## src/rtl/tcx_pkg.sv

```systemverilog
// tcx_pkg: shared constants, codes and types of the tiny core execute unit
// used by every rtl file of the block; depends on nothing
package tcx_pkg;

	localparam int XLEN      = 32;
	localparam int REG_COUNT = 32;
	localparam int RA_W      = $clog2(REG_COUNT);
	localparam int CID_W     = 4;
	localparam int PC_W      = 10;
	localparam int SEG_BYTES = 1024;
	localparam int SEG_WORDS = SEG_BYTES / 4;
	localparam int SEG_WA    = $clog2(SEG_WORDS);
	localparam int BASE_W    = $clog2((2 ** CID_W) * SEG_BYTES);
	localparam int QDEPTH    = 2;
	localparam int QPTR_W    = (QDEPTH > 1) ? $clog2(QDEPTH) : 1;
	localparam int QCNT_W    = $clog2(QDEPTH + 1);

	// request type codes as they arrive
	localparam logic [3:0] RT_ADD   = 4'd0;
	localparam logic [3:0] RT_ADDI  = 4'd1;
	localparam logic [3:0] RT_SUB   = 4'd2;
	localparam logic [3:0] RT_SLT   = 4'd3;
	localparam logic [3:0] RT_MUL   = 4'd4;
	localparam logic [3:0] RT_LW    = 4'd5;
	localparam logic [3:0] RT_SW    = 4'd6;
	localparam logic [3:0] RT_JAL   = 4'd7;
	localparam logic [3:0] RT_BNE   = 4'd8;
	localparam logic [3:0] RT_BLT   = 4'd9;
	localparam logic [3:0] RT_LA    = 4'd10;
	localparam logic [3:0] RT_HALT  = 4'd11;
	localparam logic [3:0] RT_LABEL = 4'd12;

	// internal operation classes
	localparam logic [3:0] OP_NOP  = 4'd0;
	localparam logic [3:0] OP_ADD  = 4'd1;
	localparam logic [3:0] OP_ADDI = 4'd2;
	localparam logic [3:0] OP_SUB  = 4'd3;
	localparam logic [3:0] OP_SLT  = 4'd4;
	localparam logic [3:0] OP_MUL  = 4'd5;
	localparam logic [3:0] OP_LW   = 4'd6;
	localparam logic [3:0] OP_SW   = 4'd7;
	localparam logic [3:0] OP_JAL  = 4'd8;
	localparam logic [3:0] OP_BNE  = 4'd9;
	localparam logic [3:0] OP_BLT  = 4'd10;
	localparam logic [3:0] OP_LA   = 4'd11;
	localparam logic [3:0] OP_HALT = 4'd12;

	localparam logic [1:0] ST_OK   = 2'd0;
	localparam logic [1:0] ST_HALT = 2'd1;
	localparam logic [1:0] ST_SEG  = 2'd2;

	localparam logic [RA_W-1:0] REG_ZERO = RA_W'(0);
	localparam logic [RA_W-1:0] REG_CID  = RA_W'(REG_COUNT - 1);

	typedef struct packed {
		logic [3:0]      op;
		logic            we;
		logic [RA_W-1:0] rd;
		logic [RA_W-1:0] ra;
		logic [RA_W-1:0] rb;
		logic [XLEN-1:0] imm;
		logic [PC_W-1:0] target;
	} qent_t;

	typedef struct packed {
		logic empty;
		logic full;
	} qstat_t;

endpackage

```

## src/rtl/tcx_queue.sv

```systemverilog
// tcx_queue: short fifo of classified items between front and back
// depends on tcx_pkg
module tcx_queue (
	input  logic            clk,
	input  logic            arst_n,
	input  logic            push,
	input  tcx_pkg::qent_t  push_ent,
	input  logic            pop,
	output tcx_pkg::qent_t  head_ent,
	output tcx_pkg::qstat_t q_stat
);

	tcx_pkg::qent_t                ent_q [tcx_pkg::QDEPTH];
	logic [tcx_pkg::QPTR_W-1:0]    wr_ptr_q;
	logic [tcx_pkg::QPTR_W-1:0]    rd_ptr_q;
	logic [tcx_pkg::QCNT_W-1:0]    cnt_q;

	function automatic logic [tcx_pkg::QPTR_W-1:0] ptr_next(
		input logic [tcx_pkg::QPTR_W-1:0] p
	);
		if (p == tcx_pkg::QPTR_W'(tcx_pkg::QDEPTH - 1))
			return '0;
		return p + tcx_pkg::QPTR_W'(1);
	endfunction

	always_ff @(posedge clk or negedge arst_n) begin
		if (!arst_n) begin
			wr_ptr_q <= '0;
			rd_ptr_q <= '0;
			cnt_q    <= '0;
		end else begin
			if (push)
				wr_ptr_q <= ptr_next(wr_ptr_q);
			if (pop)
				rd_ptr_q <= ptr_next(rd_ptr_q);
			if (push && !pop)
				cnt_q <= cnt_q + tcx_pkg::QCNT_W'(1);
			else if (pop && !push)
				cnt_q <= cnt_q - tcx_pkg::QCNT_W'(1);
		end
	end

	always_ff @(posedge clk) begin
		if (push)
			ent_q[wr_ptr_q] <= push_ent;
	end

	assign head_ent     = ent_q[rd_ptr_q];
	assign q_stat.empty = (cnt_q == '0);
	assign q_stat.full  = (cnt_q == tcx_pkg::QCNT_W'(tcx_pkg::QDEPTH));

endmodule

```

## config.mk

```make
export PLATFORM = sky130hd
export DESIGN_NAME = tcx_queue
export DESIGN_NICKNAME = d
export VERILOG_FILES = /design/src/rtl/tcx_pkg.sv /design/src/rtl/tcx_queue.sv
export SDC_FILE = /design/constraint.sdc
export NUM_CORES = 1
export LEC_CHECK = 0
export BUFFER_PORTS_ARGS = -buffer_cell sky130_fd_sc_hd__buf_2
export CORE_MARGIN = 2
export CORE_UTILIZATION = 43
export DETAILED_ROUTE_END_ITERATION = 12
export GPL_ROUTABILITY_DRIVEN = 0
export PLACE_DENSITY = 0.67
export SKIP_CTS_REPAIR_TIMING = 1
export SLEW_MARGIN = 20
export SYNTH_ARGS = -nofsm -noshare
export SYNTH_HDL_FRONTEND = slang
export SYNTH_SLANG_ARGS = --single-unit
export TNS_END_PERCENT = 1
```

## constraint.sdc

```tcl
create_clock -name clk -period 5.1 [get_ports clk]
set_input_delay 1.02 -clock clk [delete_from_list [all_inputs] [get_ports clk]]
set_output_delay 1.02 -clock clk [all_outputs]
set_load 0.01 [all_outputs]
```

After elaboration in Yosys (flattened, before gate mapping). Memory sizes are Yosys's and may differ from the RTL's. Cells that the tools add are included.

Flip-flop bits (word level): 4. Bits in writable memories: 124. Input bits: 66. Output and inout port bits: 64. Logic and storage cells: 27. Memories: 1.

$add $sub $neg: 4. Eq/ne operators: 1. Muxes and demuxes: 12. Reduce and logical (&&, ||, !) cells: 6.

Memory list: ent_q (words 2, bits a word 62, rd ports 1, clocked after Yosys merged registers in 0, write ports 1, line tcx_queue.sv:13) `tcx_pkg::qent_t ent_q [tcx_pkg::QDEPTH];`.

Operators with widths (count): 1-bit 2-to-1 mux (10); 2-bit 2-to-1 mux (2); 1-bit adder, second input constant (2); 2-bit by 1-bit adder with 2-bit output, second input constant (1); 2-bit == test, second input constant (1); 1-bit logical AND (2); 1-bit zero test (2); 2-bit zero test (1); 2-bit nonzero test (1); 2-bit by 1-bit subtractor with 2-bit output, second input constant (1).

Longest topological paths before layout.
Word-level depth: 4. Depth in mapped cells: 5. Gate-level depth less buffers: 5.

Worst setup path after synthesis. Ideal clock, no wire load.

Kind: input to register. From: input push. To: memory ent_q[0][0] (netlist bit), enable pin. Data arrival time: 3.749 ns. Required time: 4.610 ns. Path slack: 0.861 ns. Cell stages on the path: 1. Buffers on the path: 0. Path through: nor2b_1.

Word-level cells in the longest chain between the ends: 2.

Ends and longest elaborated chain: start: declaration (line tcx_queue.sv:6) `input logic push,`; 1-bit 2-to-1 mux (line tcx_queue.sv:44) `if (push)`; 1-bit 2-to-1 mux (implied by the code) (line tcx_queue.sv:45) `ent_q[wr_ptr_q] <= push_ent;`; end: declaration (line tcx_queue.sv:13).

Every way passes these cells.

==> metrics.cfg <==
[cells_and_area]
layoutNonFillerInstCount=508
diodes=0
fin_nets=419
drive_gt1_share_pct=61.1
area_growth_pct=26.3

[synthesis]
synth.area.top_cells=edfxtp_1 (75%), mux2_4 (18%), buf_12 (2.4%)
yosysTopAreaCellShare_pct=75.1
synth_area_um2=4960
syn_area_per_cell_um2=23.7
syn_nets=276
ys_ff_latch=128
yosysUniqueCellTypes=13
yosysTopAreaCell=edfxtp_1
synth-seq-area-share_pct=77.1
netlist_instances=209
ys_warn_count=0

[route]
vias=2315
vias_per_cell=4.56
drc=0
drt-total-wl_um=7620
wire_per_inst_um=15.0
drt_iter0_markers=70
drtAntennaViolNets=0
first_pass_iters=4

[sta]
worst_pin_slew_ns=0.849
finalCriticalPeriod_ns=3.36
fin_skew_ns=0.00506
worst_slack_ns=1.74
fmax_mhz=298
drv_slew=0
fin_setup_tns_ns=0
setup_viol=0
post-route-period-util_pct=65.8
slew_headroom_pct=43.4
rsz0062_at_grt=false
hold_viol=0

[power_and_ir_drop]
p_leak_nw=2.55
powerDensity_nw_per_um2=584
p_int_w=0.00270
p_comb_share_pct=25.7
power.switching_w=0.000962
clkPwrFrac_pct=31.9
seq_power_share_pct=42.5
ir_worst_vdd_uv=313
switching_share_pct=26.3

[outcome]
status=completed

[floorplan]
initial_core_util_pct=43.8
core_um2=11300
fp-row-count=39
dieArea_um2=12400
io_pins=130
die-height_um=111
die_w_um=111

[cts]
clock_latency_ns=0.40
clockRootBuffer=clkbuf_16
cts.sinks=128
cts_tree=built
cts_htree_levels=4
cts_buffer_depth=2
clk_pin_slew_worst_paths_ns=0.05
cts-buffers-inserted=17

[global_routing]
antenna_found_initial=0
grt_pass1_wl_um=11900
grt_max_degree=63
overflow=0
grt_use_total_pct=12.9
first_global_vias=2369

[setup_path]
crit_start=rd_ptr_q
cp_num_buf_inv=2
crit_required_ns=4.08
critPathTopFamily=flip-flops
critPathMaxStageDelay_ns=0.98
r2r_cells=2
crit_chain=buf_4 > mux2_4 > buf_2
r2r-end=ent_q[0][50]
worstPathArrival_ns=2.34
startpoint_type=register
crit_fanout=46
path_class=register to output port
rrSetupSlack_ns=3.11
slowest_stage=dfrtp_4
r2r-start=wr_ptr_q
path_depth=3
end_kind=output port
setup.worst_path.end=head_ent[47]

[place]
dp_slack_ns=2.12
dp_hpwl_um=4890
dp_cells=476
place.port_buffers=129

[run]
maxCapViolCount=0

[worst_hold_path]
worstHoldPathType=input port to async pin

## metal layers
layer  global-route usage (%)  part of all wire (%)
met1                     14.8                    41
met2                     21.0                    51
met3                     5.99                   6.6
met4                     5.19                   1.2
met5                        0                     0
## stage by stage
step	hold WS (ns)	power [W]	utilization [%]	area [um2]
finish	0.411	0.00366	55.3	6260
global route	0.394	0.00384	55.3	6260
CTS	0.398	0.00371	55.3	6260
detailed placement	0.481	0.00254	50.2	5680
global placement	0.472	0.00252	50.2	5680
floorplan	0.453	0.00230	-	4960
## flip-flops by register name, indices dropped and copies added (netlist names)
name and flops:
ent_q 124, cnt_q 2, rd_ptr_q 1, wr_ptr_q 1
## kinds of logic after synthesis
logic type,count (synthesis),synth area share (%)
buffers and inverters,8,2.72
muxes,62,18.5
adders and majority gates,1,0.252
and+or+nand+nor,5,0.530
DFF,128,77.1
xor gates and xnor gates,5,0.883
## synthesized netlist by cell type
master / count
edfxtp_1: 124
mux2_4: 59
buf_12: 6
dfrtp_1: 4
xor2_1: 4
mux2_2: 3
nor2_1: 2
nor2b_1: 2
and2_1: 1
buf_6: 1
ha_1: 1
inv_1: 1
xnor2_1: 1
## worst min-delay path by stage
stage	start	end	slack, ns	depth (start not counted)
finish	arst_n	cnt_q[1]	0.41	1
global route	arst_n	cnt_q[1]	0.39	1
CTS	arst_n	cnt_q[1]	0.40	1
detailed placement	cnt_q[1]	cnt_q[1]	0.48	1
global placement	cnt_q[1]	cnt_q[1]	0.47	1
floorplan	wr_ptr_q	wr_ptr_q	0.45	1
## cell type report
class,count,area (um2)
fillers,881,5060
flip-flops and latches,128,3830
multi-input cells,73,1010
repair buffers,131,661
clock buffers,21,440
well taps,143,179
clock inverters,11,140
inverters,1,3.75
## worst reg2reg max path: stages, from the launching register on
cell and delay, ns:
dfrtp_1 0.42, nor2b_4 0.60, buf_4 0.58
## power groups by stage
| stage | clock (W) | sequential [W] | combinational, W |
|---|---|---|---|
| floorplan | 0 | 0.00148 | 0.000829 |
| global placement | 0 | 0.00157 | 0.000950 |
| detailed placement | 0 | 0.00158 | 0.000960 |
| CTS | 0.00119 | 0.00156 | 0.000963 |
| global route | 0.00125 | 0.00158 | 0.00101 |
| finish | 0.00117 | 0.00155 | 0.000940 |
## cells in the final DEF, fill, tap and decap left out, types with 3 or more instances in the layout
cell and count:
buf_2 129, edfxtp_1 124, mux2_4 59, clkbuf_16 17
xor2_1 4, clkbuf_1 4, mux2_2 3, clkinv_2 3
clkinvlp_4 3, bufinv_16 3, dfrtp_1 3
Note: power is estimated with default switching activity, not from simulation.
