<file path="src/rtl/tcx_pkg.sv">
// tcx_pkg: shared constants, codes and types of the tiny core execute unit
// used by every rtl file of the block; depends on nothing
package tcx_pkg;

	localparam int XLEN      = 32;
	localparam int REG_COUNT = 32;
	localparam int RA_W      = $clog2(REG_COUNT);
	localparam int CID_W     = 4;
	localparam int PC_W      = 10;
	localparam int SEG_BYTES = 1024;
	localparam int SEG_WORDS = SEG_BYTES / 4;
	localparam int SEG_WA    = $clog2(SEG_WORDS);
	localparam int BASE_W    = $clog2((2 ** CID_W) * SEG_BYTES);
	localparam int QDEPTH    = 2;
	localparam int QPTR_W    = (QDEPTH > 1) ? $clog2(QDEPTH) : 1;
	localparam int QCNT_W    = $clog2(QDEPTH + 1);

	// request type codes as they arrive
	localparam logic [3:0] RT_ADD   = 4'd0;
	localparam logic [3:0] RT_ADDI  = 4'd1;
	localparam logic [3:0] RT_SUB   = 4'd2;
	localparam logic [3:0] RT_SLT   = 4'd3;
	localparam logic [3:0] RT_MUL   = 4'd4;
	localparam logic [3:0] RT_LW    = 4'd5;
	localparam logic [3:0] RT_SW    = 4'd6;
	localparam logic [3:0] RT_JAL   = 4'd7;
	localparam logic [3:0] RT_BNE   = 4'd8;
	localparam logic [3:0] RT_BLT   = 4'd9;
	localparam logic [3:0] RT_LA    = 4'd10;
	localparam logic [3:0] RT_HALT  = 4'd11;
	localparam logic [3:0] RT_LABEL = 4'd12;

	// internal operation classes
	localparam logic [3:0] OP_NOP  = 4'd0;
	localparam logic [3:0] OP_ADD  = 4'd1;
	localparam logic [3:0] OP_ADDI = 4'd2;
	localparam logic [3:0] OP_SUB  = 4'd3;
	localparam logic [3:0] OP_SLT  = 4'd4;
	localparam logic [3:0] OP_MUL  = 4'd5;
	localparam logic [3:0] OP_LW   = 4'd6;
	localparam logic [3:0] OP_SW   = 4'd7;
	localparam logic [3:0] OP_JAL  = 4'd8;
	localparam logic [3:0] OP_BNE  = 4'd9;
	localparam logic [3:0] OP_BLT  = 4'd10;
	localparam logic [3:0] OP_LA   = 4'd11;
	localparam logic [3:0] OP_HALT = 4'd12;

	localparam logic [1:0] ST_OK   = 2'd0;
	localparam logic [1:0] ST_HALT = 2'd1;
	localparam logic [1:0] ST_SEG  = 2'd2;

	localparam logic [RA_W-1:0] REG_ZERO = RA_W'(0);
	localparam logic [RA_W-1:0] REG_CID  = RA_W'(REG_COUNT - 1);

	typedef struct packed {
		logic [3:0]      op;
		logic            we;
		logic [RA_W-1:0] rd;
		logic [RA_W-1:0] ra;
		logic [RA_W-1:0] rb;
		logic [XLEN-1:0] imm;
		logic [PC_W-1:0] target;
	} qent_t;

	typedef struct packed {
		logic empty;
		logic full;
	} qstat_t;

endpackage

</file>
<file path="src/rtl/tcx_front.sv">
// tcx_front: accepts items and classifies them into queue entries
// depends on tcx_pkg
module tcx_front (
	input  logic                         in_valid,
	output logic                         in_stall,
	input  logic [3:0]                   req_type,
	input  logic [tcx_pkg::RA_W-1:0]     dest_reg,
	input  logic [tcx_pkg::RA_W-1:0]     src_reg_a,
	input  logic [tcx_pkg::RA_W-1:0]     src_reg_b,
	input  logic signed [tcx_pkg::XLEN-1:0] immediate,
	input  logic [tcx_pkg::PC_W-1:0]     jump_target,
	input  tcx_pkg::qstat_t              q_stat,
	output logic                         push,
	output tcx_pkg::qent_t               push_ent
);

	logic [3:0] op;
	logic       wants;

	always_comb begin
		op    = tcx_pkg::OP_NOP;
		wants = 1'b0;
		case (req_type)
			tcx_pkg::RT_ADD: begin
				op = tcx_pkg::OP_ADD;  wants = 1'b1;
			end
			tcx_pkg::RT_ADDI: begin
				op = tcx_pkg::OP_ADDI; wants = 1'b1;
			end
			tcx_pkg::RT_SUB: begin
				op = tcx_pkg::OP_SUB;  wants = 1'b1;
			end
			tcx_pkg::RT_SLT: begin
				op = tcx_pkg::OP_SLT;  wants = 1'b1;
			end
			tcx_pkg::RT_MUL: begin
				op = tcx_pkg::OP_MUL;  wants = 1'b1;
			end
			// a load writes even when it misses the segment (value zero)
			tcx_pkg::RT_LW: begin
				op = tcx_pkg::OP_LW;   wants = 1'b1;
			end
			tcx_pkg::RT_SW:    op = tcx_pkg::OP_SW;
			tcx_pkg::RT_JAL: begin
				op = tcx_pkg::OP_JAL;  wants = 1'b1;
			end
			tcx_pkg::RT_BNE:   op = tcx_pkg::OP_BNE;
			tcx_pkg::RT_BLT:   op = tcx_pkg::OP_BLT;
			tcx_pkg::RT_LA: begin
				op = tcx_pkg::OP_LA;   wants = 1'b1;
			end
			tcx_pkg::RT_HALT:  op = tcx_pkg::OP_HALT;
			tcx_pkg::RT_LABEL: op = tcx_pkg::OP_NOP;
			default:           op = tcx_pkg::OP_NOP;
		endcase
	end

	assign in_stall = q_stat.full;
	assign push     = in_valid && !q_stat.full;

	always_comb begin
		push_ent.op     = op;
		// x0 and x31 are never written
		push_ent.we     = wants && (dest_reg != tcx_pkg::REG_ZERO)
			&& (dest_reg != tcx_pkg::REG_CID);
		push_ent.rd     = dest_reg;
		push_ent.ra     = src_reg_a;
		push_ent.rb     = src_reg_b;
		push_ent.imm    = immediate;
		push_ent.target = jump_target;
	end

endmodule

</file>
<file path="config.mk">
export PLATFORM = sky130hd
export DESIGN_NAME = tcx_front
export DESIGN_NICKNAME = d
export VERILOG_FILES = /design/src/rtl/tcx_pkg.sv /design/src/rtl/tcx_front.sv
export SDC_FILE = /design/constraint.sdc
export NUM_CORES = 1
export LEC_CHECK = 0
export BUFFER_PORTS_ARGS = -buffer_cell sky130_fd_sc_hd__buf_2
export CORE_MARGIN = 3
export CORE_UTILIZATION = 24
export DETAILED_ROUTE_END_ITERATION = 12
export PLACE_DENSITY = 0.84
export SYNTH_ARGS = -nofsm -noshare
export SYNTH_HDL_FRONTEND = slang
export SYNTH_SLANG_ARGS = --single-unit
</file>
<file path="constraint.sdc">
create_clock -name vclk -period 0.8
set_input_delay 0.04 -clock vclk [all_inputs]
set_output_delay 0.04 -clock vclk [all_outputs]
set_load 0.1 [all_outputs]
</file>
# After elaboration in Yosys (flattened, before gate mapping)
# Cells that the tools add are included.
[op_classes] n_reduce_logical=7 muxes=2 eq_ne=12
[ops] cell="4-bit one-hot mux with 12 select lines" n=1
[ops] cell="4-bit by 3-bit equality test with 1-bit output (second input constant)" n=4
[ops] cell="4-bit equality test (second input constant)" n=4
[ops] cell="4-bit by 2-bit equality test with 1-bit output (second input constant)" n=2
[ops] cell="8-bit OR reduction" n=1
[ops] cell="5-bit inequality test (second input constant)" n=1
[ops] cell="5-bit nonzero test" n=1
[ops] cell="4-bit by 1-bit equality test with 1-bit output (second input constant)" n=1
[ops] cell="4-bit logical NOT" n=1
[ops] cell="1-bit logical AND" n=3
[ops] cell="1-bit logical NOT" n=1
[ops] cell="1-bit 2-to-1 mux" n=1
[word_totals] register_bits=0 in_bits=64 out_inout_bits=64 word_cells=21

# Depth between registers and ports, before layout
[depth] word_depth=5 ltp_mapped=3

# Worst setup path before layout
# No wires, ideal clock.
[synth_timing] kind="input-to-output" start="input port req_type[0]" end="output port push_ent[60] (netlist name)" t_arrival_ns=2.215 n_path_buf=0 required_time_ns=0.760 slack_ns=-1.455 stages=2 cell_sequence="nand2_1 -> o21ai_0"
[synth_lines] element="start: declaration" line_no="tcx_front.sv:6" source="input logic [3:0] req_type,"
[synth_lines] element="end: declaration" line_no="tcx_front.sv:14" source="output tcx_pkg::qent_t push_ent"

==> impl_metrics.ini <==
[die]
core_area_sq_mm = 0.002062
start_util = 0.2646
rows = 16
die-area_sq_mm = 0.002881
die_w_um = 53.68
die_h_um = 53.68
io_pins = 128

[layout]
drive_gt1_frac = 0.9123
n_antenna_cell = 0
fill_cells = 200
register_area_sq_um = 0
nClkBuffers = 0
syn_to_final_growth_pct = 26.15
fin_area_sq_um = 688.2
nNetsFinal = 123
seq_cell_count = 0
multiInputGateArea_sq_um = 192.7
fin_cells = 84

[timing]
tns_ps = -638.4
drv_slew = 0
max-slew-margin-rel = 0.8217
rsz0062_at_grt = yes
fin_ws_ps = -224.9
period_needed_ps = 1025
fmaxAchievable_ghz = 0.9757
tightest_slew_ps = 265.0
hold_viol = 0
fin_crit_sh = 1.281
finalSetupViolCount = 5

[pwr]
switching_share = 0.5910
p_switching_uw = 416.5
seq_power_share = 0
power_density_mw_per_mm2 = 1024
p_leak_uw = 0.0003241
p_int_uw = 288.3
clkPwrFrac = 0
vdd_ir_drop_max_mv = 0.4903
p_comb_frac = 1.000

[synth]
syn_avg_cell_area_sq_um = 7.372
syn-num-nets = 138
synth.top_cell.area_share = 0.7982
synth_warnings = 0
syn_area_sq_um = 545.5
synthCells = 74
ys_top_cells_by_area = buf_4 80%, mux2_4 2.8%, a211oi_2 2.3%
synth_cell_types = 15
seq_area_frac_synth = 0
synth_top_area_cell = buf_4

[placed_design]
post-place-ws_ps = -244.7
placement.io_buffers = 23
placed_cell_area_sq_um = 608.1
hpwl_um = 1024
placedCellCount = 82
place_congestion = 0.6164

[status]
violations = setup timing
status = complete, but fails checks

[detailed_routing]
wl_um = 1199
vias = 365
avgViaCountPerCell = 4.345
drc = 0
drt-pass1-iter-count = 1
initialDrtViolationCount = 0
wl_per_cell_um = 14.27
ant_nets = 0

[global_routing]
grt-ovfl-total = 0
grt.total_usage = 0.06910
grt_pass1_vias = 335
grt_start_max_net_pins = 6
grt_pass1_wl_um = 1469
antenna_found_initial = 0

[critical_path]
startpoint = req_type[0]
cp-end-kind = output pin
cp.arrival_ps = 980
start_kind = input port
cp_max_fo = 2
crit_type = in -> out
crit_required_ps = 760
crit_end = push_ent[57]

[hold_path]
hold_path.class = in -> out

[run]
maxCapViolCount = 0
-- power by group through the flow --
stage	Sequential, uW	Combinational [uW]	Clock (uW)
detailed placement	0	660	0
global route	0	727	0
global placement	0	648	0
finish	0	705	0
CTS	0	683	0
floorplan	0	1600	0
-- metrics by stage --
step	utilization	total power [uW]	hold WS, ps
3_5_place_dp	0.2949	660.4	80.68
2_1_floorplan	-	1604	173.8
6_report	0.3337	704.8	80.04
4_1_cts	0.3131	682.6	80.68
5_1_grt	0.3337	726.6	80.15
3_3_place_gp	0.2949	647.8	80.68
-- synth_stat cells --
library cell,count
buf_4,58
a21oi_1,2
nor2_1,2
a211oi_2,1
inv_1,1
mux2_2,1
mux2_4,1
nand2_1,1
nand2b_1,1
nand3b_1,1
nand4_1,1
nor2b_1,1
nor4_1,1
o21ai_0,1
xnor2_1,1
-- per-layer routing --
layer | global-route usage | up-vias | share of wire
met5 | 0 | - | 0
met4 | 0.06383 | 0 | 0.093
met3 | 0.02770 | 20 | 0.17
met2 | 0.1351 | 41 | 0.51
met1 | 0.04746 | 164 | 0.22
li1 | - | 140 | -
-- worst min path at each step --
stage	startpoint	end	cells past startpoint
finish	immediate[9]	push_ent[19]	0
global route	immediate[19]	push_ent[29]	0
CTS	immediate[1]	push_ent[11]	0
detailed placement	immediate[1]	push_ent[11]	0
global placement	immediate[1]	push_ent[11]	0
floorplan	req_type[0]	push_ent[58]	1
-- kinds of logic (layout without fill, tap and decap cells) --
logic type | after synthesis | count (layout) | share of synthesized area
and+or+nand+nor | 8 | 8 | 0.08031
muxes | 2 | 2 | 0.04816
AOI/OAI and AO/OA | 4 | 4 | 0.05045
xor gates and xnor gates | 1 | 1 | 0.01606
buffers and inverters | 59 | 42 | 0.8050
-- cell usage in the layout, fill, tap and decap left out, types with 2 or more instances in the layout --
| cell | netlist | final |
|---|---|---|
| buf_4 | 58 | 14 |
| buf_12 | 0 | 12 |
| buf_2 | 0 | 9 |
| buf_6 | 0 | 6 |
| a21oi_4 | 0 | 2 |
| mux2_4 | 1 | 2 |
-- critical path: stages --
cell and delay [ps]:
buf_6 90, nand2b_4 130, mux2_4 310, a211oi_4 200
buf_12 210
-- final cells by class --
class	instances	share of cell area
Timing Repair Buffer	41	0.6655
Tap cell	27	0.04909
Multi-Input combinational cell	15	0.2800
Inverter	1	0.005455
-- repair_timing --
action / in CTS / in global routing
hold buffers: 0 / 0
endpoints found under the setup margin: 5 / 4
pin swaps: 2 / 2
gates resized for setup: 10 / 4
hold endpoints to repair: 0 / 0
setup buffers: 0 / 2
Note: power is estimated with default switching activity, not from simulation.
